`src/hdl/rpn_pkg.sv`:
```
// Shared constants, types and helper functions of the RPN stack evaluator.
// Used by every module of the block; depends on nothing else.
package rpn_pkg;

    // Stack geometry and field widths.
    localparam int STACK_DEPTH = 64;
    localparam int PTR_W       = $clog2(STACK_DEPTH + 1);
    localparam int ADDR_W      = $clog2(STACK_DEPTH);
    localparam int DATA_W      = 32;
    localparam int DEPTH_W     = 7;
    localparam int OP_W        = 3;
    localparam int CNT_W       = $clog2(DATA_W);

    // Token opcodes; codes above OP_DIV are ignored.
    localparam logic [OP_W-1:0] OP_PUSH = OP_W'(0);
    localparam logic [OP_W-1:0] OP_ADD  = OP_W'(1);
    localparam logic [OP_W-1:0] OP_SUB  = OP_W'(2);
    localparam logic [OP_W-1:0] OP_MUL  = OP_W'(3);
    localparam logic [OP_W-1:0] OP_DIV  = OP_W'(4);

    // Result status codes.
    typedef enum logic [1:0] {
        ST_OK        = 2'd0,
        ST_UNDERFLOW = 2'd1,
        ST_FULL      = 2'd2,
        ST_DIVZERO   = 2'd3
    } status_t;

    // Sequencer states.
    typedef enum logic [1:0] {
        S_IDLE,
        S_READ,
        S_DIV
    } state_t;

    // Divider request and response.
    typedef struct packed {
        logic              start;
        logic [DATA_W-1:0] dividend;
        logic [DATA_W-1:0] divisor;
    } div_req_t;

    typedef struct packed {
        logic              done;
        logic [DATA_W-1:0] quotient;
    } div_rsp_t;

    // Absolute value of a two's complement word, wrapping for the most negative value.
    function automatic logic [DATA_W-1:0] magnitude(input logic [DATA_W-1:0] v);
        return v[DATA_W-1] ? (DATA_W'(0) - v) : v;
    endfunction

endpackage

```
`src/hdl/rpn_stack_evaluator_top.sv`:
```
// Top level of the RPN stack evaluator: token sequencer, output register and datapath.
// Depends on rpn_pkg, rpn_stack_ram and rpn_divider.
//
//  Channel   Direction  Fields (low bit first)
//  s_axis    in         tdata: number[31:0]; tuser: opcode[2:0]; tlast: last_token
//  m_axis    out        tdata: top_value[31:0], stack_depth[38:32], zero[39];
//                       tuser: status[1:0]; tlast: expression_done
//
// A push, an ignored opcode or a token that is rejected (underflow, full, divide by
// zero) completes in the cycle it is accepted; such tokens transfer back to back.
// Add, subtract and multiply pass through S_READ as the second operand comes from
// the stack RAM read port. A divide goes through the RAM read, loading the divider,
// 32 steps of the bit-serial divider, and the write back. Reset clears the stack
// pointer and the control state; the stack RAM is not cleared. A result waiting in
// the output register blocks the next token only if it is not taken in the same cycle.
module rpn_stack_evaluator_top (
    input  logic        clk,
    input  logic        rst_n,
    input  logic        s_axis_tvalid,
    output logic        s_axis_tready,
    input  logic [31:0] s_axis_tdata,   // number[31:0]
    input  logic [2:0]  s_axis_tuser,   // opcode[2:0]
    input  logic        s_axis_tlast,
    output logic        m_axis_tvalid,
    input  logic        m_axis_tready,
    output logic [39:0] m_axis_tdata,   // top_value[31:0], stack_depth[38:32], zero[39]
    output logic [1:0]  m_axis_tuser,   // status[1:0]
    output logic        m_axis_tlast
);
    import rpn_pkg::*;

    state_t            state_reg, state_next;
    logic [PTR_W-1:0]  sp_reg, sp_next;
    logic [DATA_W-1:0] tos_reg, tos_next;
    logic [OP_W-1:0]   op_reg, op_next;
    logic              last_reg, last_next;

    logic              out_valid_reg, out_valid_next;
    logic [DATA_W-1:0] out_top_reg, out_top_next;
    logic [DEPTH_W-1:0] out_depth_reg, out_depth_next;
    status_t           out_status_reg, out_status_next;
    logic              out_last_reg, out_last_next;

    logic              ram_we;
    logic [ADDR_W-1:0] ram_waddr;
    logic [DATA_W-1:0] ram_wdata;
    logic              ram_re;
    logic [ADDR_W-1:0] ram_raddr;
    logic [DATA_W-1:0] ram_rdata;

    div_req_t          div_req;
    div_rsp_t          div_rsp;

    logic              accept;
    logic [PTR_W-1:0]  sp_less2;
    logic [DATA_W-1:0] alu;
    logic              fin;
    logic [PTR_W-1:0]  fin_sp;
    logic [DATA_W-1:0] fin_tos;
    status_t           fin_status;
    logic              fin_last;

    rpn_stack_ram u_ram (
        .clk   (clk),
        .we    (ram_we),
        .waddr (ram_waddr),
        .wdata (ram_wdata),
        .re    (ram_re),
        .raddr (ram_raddr),
        .rdata (ram_rdata)
    );

    rpn_divider u_div (
        .clk   (clk),
        .rst_n (rst_n),
        .req   (div_req),
        .rsp   (div_rsp)
    );

    // A token is taken only when idle and the output slot is free by the next edge.
    assign s_axis_tready = (state_reg == S_IDLE) && (!out_valid_reg || m_axis_tready);
    assign accept        = s_axis_tvalid && s_axis_tready;
    assign sp_less2      = sp_reg - PTR_W'(2);

    // Add, subtract and multiply on the second entry from RAM and the cached top.
    always_comb
    begin
        unique case (op_reg)
            OP_ADD:  alu = ram_rdata + tos_reg;
            OP_SUB:  alu = ram_rdata - tos_reg;
            OP_MUL:  alu = DATA_W'(ram_rdata * tos_reg);
            default: alu = '0;
        endcase
    end

    // Sequencer: next state, stack updates and result formation.
    always_comb
    begin
        state_next       = state_reg;
        op_next          = op_reg;
        last_next        = last_reg;
        ram_we           = 1'b0;
        ram_waddr        = sp_less2[ADDR_W-1:0];
        ram_wdata        = alu;
        ram_re           = 1'b0;
        ram_raddr        = sp_less2[ADDR_W-1:0];
        div_req.start    = 1'b0;
        div_req.dividend = ram_rdata;
        div_req.divisor  = tos_reg;
        fin              = 1'b0;
        fin_sp           = sp_reg;
        fin_tos          = tos_reg;
        fin_status       = ST_OK;
        fin_last         = last_reg;

        unique case (state_reg)
            S_IDLE:
            begin
                if (accept)
                begin
                    fin_last = s_axis_tlast;
                    if (s_axis_tuser == OP_PUSH)
                    begin
                        fin = 1'b1;
                        if (sp_reg == PTR_W'(STACK_DEPTH))
                        begin
                            fin_status = ST_FULL;
                        end
                        else
                        begin
                            ram_we    = 1'b1;
                            ram_waddr = sp_reg[ADDR_W-1:0];
                            ram_wdata = s_axis_tdata;
                            fin_tos   = s_axis_tdata;
                            fin_sp    = sp_reg + PTR_W'(1);
                        end
                    end
                    else if ((s_axis_tuser >= OP_ADD) && (s_axis_tuser <= OP_DIV))
                    begin
                        if (sp_reg < PTR_W'(2))
                        begin
                            fin        = 1'b1;
                            fin_status = ST_UNDERFLOW;
                        end
                        else if ((s_axis_tuser == OP_DIV) && (tos_reg == '0))
                        begin
                            fin        = 1'b1;
                            fin_status = ST_DIVZERO;
                        end
                        else
                        begin
                            ram_re     = 1'b1;
                            op_next    = s_axis_tuser;
                            last_next  = s_axis_tlast;
                            state_next = S_READ;
                        end
                    end
                    else
                    begin
                        // Unused opcodes leave the stack alone.
                        fin = 1'b1;
                    end
                end
            end

            S_READ:
            begin
                if (op_reg == OP_DIV)
                begin
                    div_req.start = 1'b1;
                    state_next    = S_DIV;
                end
                else
                begin
                    fin        = 1'b1;
                    ram_we     = 1'b1;
                    fin_tos    = alu;
                    fin_sp     = sp_reg - PTR_W'(1);
                    state_next = S_IDLE;
                end
            end

            S_DIV:
            begin
                if (div_rsp.done)
                begin
                    fin        = 1'b1;
                    ram_we     = 1'b1;
                    ram_wdata  = div_rsp.quotient;
                    fin_tos    = div_rsp.quotient;
                    fin_sp     = sp_reg - PTR_W'(1);
                    state_next = S_IDLE;
                end
            end

            default:
            begin
                state_next = S_IDLE;
            end
        endcase

        // Commit the token and load the output register.
        sp_next  = fin ? (fin_last ? '0 : fin_sp) : sp_reg;
        tos_next = fin_tos;

        out_top_next    = out_top_reg;
        out_depth_next  = out_depth_reg;
        out_status_next = out_status_reg;
        out_last_next   = out_last_reg;
        if (fin)
        begin
            out_top_next    = (fin_sp != '0) ? fin_tos : '0;
            out_depth_next  = DEPTH_W'(fin_sp);
            out_status_next = fin_status;
            out_last_next   = fin_last;
        end

        if (fin)
        begin
            out_valid_next = 1'b1;
        end
        else if (m_axis_tready)
        begin
            out_valid_next = 1'b0;
        end
        else
        begin
            out_valid_next = out_valid_reg;
        end
    end

    // Control registers.
    always_ff @(posedge clk or negedge rst_n)
    begin
        if (!rst_n)
        begin
            state_reg     <= S_IDLE;
            sp_reg        <= '0;
            out_valid_reg <= 1'b0;
        end
        else
        begin
            state_reg     <= state_next;
            sp_reg        <= sp_next;
            out_valid_reg <= out_valid_next;
        end
    end

    // Payload registers.
    always_ff @(posedge clk)
    begin
        tos_reg        <= tos_next;
        op_reg         <= op_next;
        last_reg       <= last_next;
        out_top_reg    <= out_top_next;
        out_depth_reg  <= out_depth_next;
        out_status_reg <= out_status_next;
        out_last_reg   <= out_last_next;
    end

    assign m_axis_tvalid = out_valid_reg;
    assign m_axis_tdata  = {1'b0, out_depth_reg, out_top_reg};
    assign m_axis_tuser  = out_status_reg;
    assign m_axis_tlast  = out_last_reg;

endmodule

```
`src/hdl/rpn_stack_ram.sv`:
```
// Operand stack storage: one write port and one registered read port.
// Depends on rpn_pkg for depth and widths.
module rpn_stack_ram (
    input  logic                       clk,
    input  logic                       we,
    input  logic [rpn_pkg::ADDR_W-1:0] waddr,
    input  logic [rpn_pkg::DATA_W-1:0] wdata,
    input  logic                       re,
    input  logic [rpn_pkg::ADDR_W-1:0] raddr,
    output logic [rpn_pkg::DATA_W-1:0] rdata
);
    import rpn_pkg::*;

    logic [DATA_W-1:0] mem [STACK_DEPTH];
    logic [DATA_W-1:0] rdata_reg;

    // Write, and read into a registered read data output.
    always_ff @(posedge clk)
    begin
        if (we)
        begin
            mem[waddr] <= wdata;
        end
        if (re)
        begin
            rdata_reg <= mem[raddr];
        end
    end

    assign rdata = rdata_reg;

endmodule

```
`src/hdl/rpn_divider.sv`:
```
// Iterative signed divider, one quotient bit per cycle, truncating toward zero.
// Depends on rpn_pkg for widths, request/response types and magnitude().
module rpn_divider (
    input  logic              clk,
    input  logic              rst_n,
    input  rpn_pkg::div_req_t req,
    output rpn_pkg::div_rsp_t rsp
);
    import rpn_pkg::*;

    logic              busy_reg;
    logic              done_reg;
    logic [CNT_W-1:0]  cnt_reg;
    logic [DATA_W-1:0] rem_reg;
    logic [DATA_W-1:0] quo_reg;
    logic [DATA_W-1:0] den_reg;
    logic              neg_reg;

    logic [DATA_W:0]   shifted;
    logic [DATA_W:0]   diff;
    logic              qbit;
    logic [DATA_W-1:0] rem_step;
    logic [DATA_W-1:0] quo_step;

    // One restoring step: shift in the next dividend bit and try the subtraction.
    always_comb
    begin
        shifted  = {rem_reg, quo_reg[DATA_W-1]};
        diff     = shifted - {1'b0, den_reg};
        qbit     = ~diff[DATA_W];
        rem_step = qbit ? diff[DATA_W-1:0] : shifted[DATA_W-1:0];
        quo_step = {quo_reg[DATA_W-2:0], qbit};
    end

    // Control: busy while iterating, done pulses once after the last step.
    always_ff @(posedge clk or negedge rst_n)
    begin
        if (!rst_n)
        begin
            busy_reg <= 1'b0;
            done_reg <= 1'b0;
            cnt_reg  <= '0;
        end
        else
        begin
            done_reg <= 1'b0;
            if (req.start)
            begin
                busy_reg <= 1'b1;
                cnt_reg  <= '0;
            end
            else if (busy_reg)
            begin
                cnt_reg <= cnt_reg + CNT_W'(1);
                if (cnt_reg == CNT_W'(DATA_W - 1))
                begin
                    busy_reg <= 1'b0;
                    done_reg <= 1'b1;
                end
            end
        end
    end

    // Datapath: operands as magnitudes, sign applied at the output.
    always_ff @(posedge clk)
    begin
        if (req.start)
        begin
            rem_reg <= '0;
            quo_reg <= magnitude(req.dividend);
            den_reg <= magnitude(req.divisor);
            neg_reg <= req.dividend[DATA_W-1] ^ req.divisor[DATA_W-1];
        end
        else if (busy_reg)
        begin
            rem_reg <= rem_step;
            quo_reg <= quo_step;
        end
    end

    assign rsp.done     = done_reg;
    assign rsp.quotient = neg_reg ? (DATA_W'(0) - quo_reg) : quo_reg;

endmodule

```
`config.mk`:
```
export PLATFORM = sky130hd
export DESIGN_NAME = rpn_stack_evaluator_top
export DESIGN_NICKNAME = d
export VERILOG_FILES = /design/src/hdl/rpn_pkg.sv /design/src/hdl/rpn_stack_evaluator_top.sv /design/src/hdl/rpn_stack_ram.sv /design/src/hdl/rpn_divider.sv
export SDC_FILE = /design/constraint.sdc
export NUM_CORES = 2
export LEC_CHECK = 0
export BUFFER_PORTS_ARGS = -buffer_cell sky130_fd_sc_hd__buf_2
export CORE_MARGIN = 10
export CORE_UTILIZATION = 58
export DETAILED_ROUTE_END_ITERATION = 8
export MAX_ROUTING_LAYER = met4
export PLACE_DENSITY = 0.77
export SKIP_LAST_GASP = 1
export SYNTH_ARGS = -nofsm -noshare
export SYNTH_HDL_FRONTEND = slang
export SYNTH_HIERARCHICAL = 1
export SYNTH_SLANG_ARGS = --single-unit
```
`constraint.sdc`:
```
create_clock -name clk -period 9.49 [get_ports clk]
set_clock_uncertainty 0.2 [all_clocks]
set_input_delay 1.898 -clock clk [delete_from_list [all_inputs] [get_ports clk]]
set_output_delay 1.898 -clock clk [all_outputs]
set_load 0.05 [all_outputs]
```
# [Word-level counts from Yosys, hierarchy flattened]
# Memories as Yosys holds them, arrays and structs flattened. A register that Yosys moved wholly into a read port is not among the register bits.
# Index checks and enable logic that the tools add are counted.
[op_classes] reduce_logical=15 n_bitwise=5 multipliers=1 magnitude_cmp=3 mux=76 addsub=10 n_eq_ne=15
[ops] op="32-bit two-way mux" n=14
[ops] op="32-bit one-hot mux with 3 select lines" n=2
[ops] op="1-bit by 32-bit subtractor with 32-bit output (first input constant)" n=3
[ops] op="32-bit one-hot mux with 2 select lines" n=1
[ops] op="7-bit two-way mux" n=6
[ops] op="33-bit by 32-bit subtractor with 33-bit output" n=1
[ops] op="32-bit adder" n=1
[ops] op="32-bit logical NOT" n=1
[ops] op="32-bit by 32-bit multiplier with 32-bit output" n=1
[ops] op="32-bit subtractor" n=1
[ops] op="31-bit two-way mux" n=1
[ops] op="1-bit two-way mux" n=30
[ops] op="2-bit two-way mux" n=12
[ops] op="6-bit two-way mux" n=4
[ops] op="7-bit one-hot mux with 3 select lines" n=1
[ops] op="6-bit AND reduction" n=2
[ops] op="5-bit two-way mux" n=2
[ops] op="2-bit != test (second input constant)" n=4
[ops] op="7-bit by 1-bit adder with 7-bit output (second input constant)" n=1
[ops] op="7-bit == test (second input constant)" n=1
[ops] op="7-bit by 2-bit < comparator with 1-bit output (second input constant)" n=1
[ops] op="7-bit nonzero test" n=1
[ops] op="7-bit by 1-bit subtractor with 7-bit output (second input constant)" n=1
[ops] op="3-bit by 2-bit == test with 1-bit output (second input constant)" n=2
[ops] op="other kinds (21)" n=31
[totals] ff_bits=192 mem_count=1 ram_bits=2048 inputBits=40 out_inout_bits=45
[mem_list] memory="u_ram.mem" depth=64 width=32 read_ports=1 rd_clocked_by_memory_dff=1 wr=1 line="rpn_stack_ram.sv:14" rtl="logic [DATA_W-1:0] mem [STACK_DEPTH];"

# [Longest topological paths before layout]
[logic_depth] ltp_word=9 mapped_depth=29 ltp_nobuf=26

# [Cells and area by module]
# Netlist, hierarchy kept.
[by_module_without_submodules] mod="rpn_stack_ram" cells_each=3323 area_per_inst_um2=78823.1 instances=1
[by_module_without_submodules] mod="rpn_stack_evaluator_top" cells_each=2658 area_per_inst_um2=23143.4 instances=1
[by_module_without_submodules] mod="rpn_divider" cells_each=892 area_per_inst_um2=7701.1 instances=1

# [Worst setup path before layout]
# Ideal clock, no wire load.
[synth_path] kind="reg2reg" from="reg tos_reg[8]" to="mem u_ram.mem[0][23], data pin" setup_slack_ns=-0.592 path_stages_with_launch=26 path_buffers=2 arrival_time_ns=9.181 period_less_slack_ns=10.082 cell_sequence="dfxtp_1 -> clkbuf_1 -> buf_1 -> nand2_1 -> fa_1 -> inv_1 -> fa_1 -> fa_1 -> inv_1 -> fa_1 -> inv_1 -> fa_1 -> ha_1 -> fa_1 -> fa_1 -> ha_1 -> and3_1 -> o2111ai_1 -> o21ai_0 -> o31ai_1 -> nor3b_1 -> o21ai_0 -> a21oi_1 -> xnor2_1 -> a21oi_1 -> o21ai_0"
[synth_between] elab_chain_cells=6 elab_cells_between_ends=9
[synth_rtl] element="from (decl)" line="rpn_stack_evaluator_top.sv:34" rtl="logic [DATA_W-1:0] tos_reg, tos_next;"
[synth_rtl] element="from (signal assigned)" line="rpn_stack_evaluator_top.sv:252" rtl="tos_reg <= tos_next;"
[synth_rtl] element="32-bit by 32-bit multiplier with 32-bit output (tied with other cells)" line="rpn_stack_evaluator_top.sv:91" rtl="OP_MUL: alu = DATA_W'(ram_rdata * tos_reg);"
[synth_rtl] element="32-bit one-hot mux with 3 select lines (*)" line="rpn_stack_evaluator_top.sv:88" rtl="unique case (op_reg)"
[synth_rtl] element="32-bit two-way mux" line="rpn_stack_evaluator_top.sv:125" rtl="if (sp_reg == PTR_W'(STACK_DEPTH))"
[synth_rtl] element="32-bit two-way mux" line="rpn_stack_evaluator_top.sv:122" rtl="if (s_axis_tuser == OP_PUSH)"
[synth_rtl] element="32-bit two-way mux" line="rpn_stack_evaluator_top.sv:119" rtl="if (accept)"
[synth_rtl] element="32-bit one-hot mux with 2 select lines (*)" line="rpn_stack_evaluator_top.sv:116" rtl="unique case (state_reg)"
[synth_rtl] element="via ram_wdata[23]" line="rpn_stack_evaluator_top.sv:46" rtl="logic [DATA_W-1:0] ram_wdata;"
[synth_rtl] element="to (decl)" line="rpn_stack_ram.sv:14"
# Mark *: on every way through the listed nets, which the timed path passes. The rest lies on a longest branch.

# [Final worst setup path]
[layout_path] from="reg tos_reg[4]" to="mem u_ram.mem[1][23], data pin"
# Same word-level chain as after synthesis.

==> qor.yml <==
global_route:
  gr-total-overflow: 0
  first_global_vias: 66000
  grt_max_degree: 112
  grt_pass1_wl_mm: 468
  grt.total_usage_pct: 32.4
  antenna_found_initial: 23
setup_path:
  cp-end-kind: "flop"
  cpMostUsedCell: "fa_1"
  path_class: "reg2reg"
  cpPeakStageDelay_ns: 0.99
  required_ns: 9.83
  arrival_ns: 9.24
  critPathMaxFanout: 64
  cp-start-kind: "flop"
  crit_slowest_cell: "dfxtp_1"
timing:
  slew_viol_final: 0
  fmax_mhz: 112
  hold_viol: 0
  max-slew-margin-rel_pct: 10.2
  period_needed_ns: 8.89
  rsz0062_at_grt: "false"
  setup_viol: 0
  tightest_slew_ns: 1.34
  period_share_pct: 93.7
  setup_tns_ns: 0
placement:
  place_area_um2: 114000
  place.gp.congestion: 1.00
  post-dp-hpwl_mm: 194
  portBuffers: 83
floorplanning:
  num_rows: 159
  ios: 85
  fp.dieArea_um2: 207000
  start_util_pct: 58.3
  die_y_um: 455
  coreArea_um2: 188000
  die_w_um: 455
synth:
  ys_seq_area_share_pct: 61.5
  async_reset_ff_share_pct: 0.748
  syn-cell-area_um2: 110000
  yosysUniqueCellTypes: 97
  synth_edf_count: 2191
  yosysTopAreaCell: "edfxtp_1"
  synth_common_cells: "edfxtp_1, mux4_2, inv_1"
  synthFlopType: "edfxtp_1"
  synth_seq_cells: 2272
  netlist.area_leader.share_pct: 60.0
  syn-num-nets: 7522
  synthesis.instances: 6873
  yosys-top-cells-area: "edfxtp_1, mux4_2, fa_1, ha_1, and2_1"
  syn_avg_cell_area_um2: 16.0
  yosysWarningCount: 6
  synth_most_common_cell: "edfxtp_1"
clocking:
  htreeDepth: 4
  clk_pin_slew_ns: 0.06
  cts_tree: "done"
  cts.path.max_buffers: 3
  clk_latency_ns: 0.90
  cts_buffers: 215
  ctsResizeCount: 0
  cts.sinks: 2272
  cts_root_buf: "clkbuf_16"
  ctsHoldBuffers: 0
  post_cts_buffers: 0
cells_and_area:
  final_nets: 7673
  top_register: "u_ram/mem"
  drive_gt1_share_pct: 18.4
  largest_register_ffs: 2048
  fin_area_um2: 121000
  num-fill-cells: 12600
  syn_to_final_growth_pct: 10.7
drt:
  avgViaCountPerCell: 6.73
  drc: 0
  vias: 65400
  ant_nets: 0
  drt_iter0_markers: 9519
  drt-total-wl_mm: 321
  wire_per_inst_um: 33.1
  first_pass_iters: 7
job:
  max_cap_viol_count: 0
worst_hold_path:
  min_path_type: "reg2reg"
run_status:
  status: "complete, no violations"
==> worst paths after layout <==
| check | start | end | slack, ns | cells past startpoint |
|---|---|---|---|---|
| max | tos_reg[4]$_DFF_P_ | u_ram/mem[1][23]$_DFFE_PP_ | 0.60 | 26 |
| max reg2reg | tos_reg[4]$_DFF_P_ | u_ram/mem[1][23]$_DFFE_PP_ | 0.60 | 26 |
| min | u_div/rem_reg[22]$_SDFFE_PP0P_ | u_div/rem_reg[22]$_SDFFE_PP0P_ | 0.31 | 2 |
| max in group asynchronous | rst_n | sp_reg[0]$_DFFE_PN0P_ | 8.05 | 1 |
| min in group asynchronous | rst_n | m_axis_tvalid$_DFFE_PN0P_ | 0.73 | 1 |
| min reg2reg | u_div/rem_reg[22]$_SDFFE_PP0P_ | u_div/rem_reg[22]$_SDFFE_PP0P_ | 0.31 | 2 |
==> metrics by stage <==
stage	utilization (%)	setup WS, ns	cells	hold WS [ns]
floorplan	-	0.144	6873	0.269
global placement	60.8	0.897	9302	0.294
detailed placement	60.8	0.806	9302	0.302
CTS	64.6	0.723	9708	0.309
global route	64.6	0.230	9717	0.333
finish	64.6	0.596	9721	0.311
==> layout by cell type (no fill, tap or decap), types with 95 or more instances in the layout <==
master     instances
a21oi_1          251
and2_1           343
buf_4            217
clkbuf_16        216
edfxtp_1        2191
fa_1             410
ha_1             199
inv_1            455
mux2i_1          106
mux4_2           544
nand2_1          410
nor2_1           257
o21ai_0          135
o22ai_1           95
xnor2_1          179
==> layout make-up <==
type | instances | area (um^2) | area share [%]
Antenna cell | 13 | 32.5 | 0.0268
Clock buffer | 262 | 5600 | 4.61
Clock inverter | 144 | 1410 | 1.16
Inverter | 460 | 1740 | 1.43
Multi-Input combinational cell | 3759 | 39600 | 32.6
Sequential cell | 2272 | 67500 | 55.6
Tap cell | 2495 | 3120 | 2.57
Timing Repair Buffer | 316 | 2360 | 1.95
==> layer usage <==
layer	vias up	wire, um	track usage [%]
li1	26300	-	-
met1	33400	112000	41.7
met2	4826	148000	47.9
met3	882	43000	9.06
met4	0	19000	15.7
met5	-	0	-
==> worst max-delay path: cells and delay by family, from the launching register on <==
kind	cells	cell delay (ns)
AO/OA/AOI/OAI	8	1.68
XOR/XNOR	1	0.18
adder cells (fa/ha/maj)	9	3.67
buffers and inverters	6	1.20
flip-flops	1	0.99
AND/OR/NAND/NOR	2	0.44
==> kinds of logic after synthesis <==
kind of cell             Yosys count  synth area share (%)
AND/OR/NAND/NOR                 1361                  6.15
flip-flops                      2272                  61.5
buffers and inverters            842                  3.08
XOR/XNOR                         265                  2.12
adder cells (fa/ha/maj)          609                  9.75
multiplexers                     650                  12.1
AO/OA/AOI/OAI                    873                  5.20
other                              1               0.00342
Power is left out: the tool's default activity adds up to more than one toggle a clock period on the data nets, which glitch-free logic cannot reach.
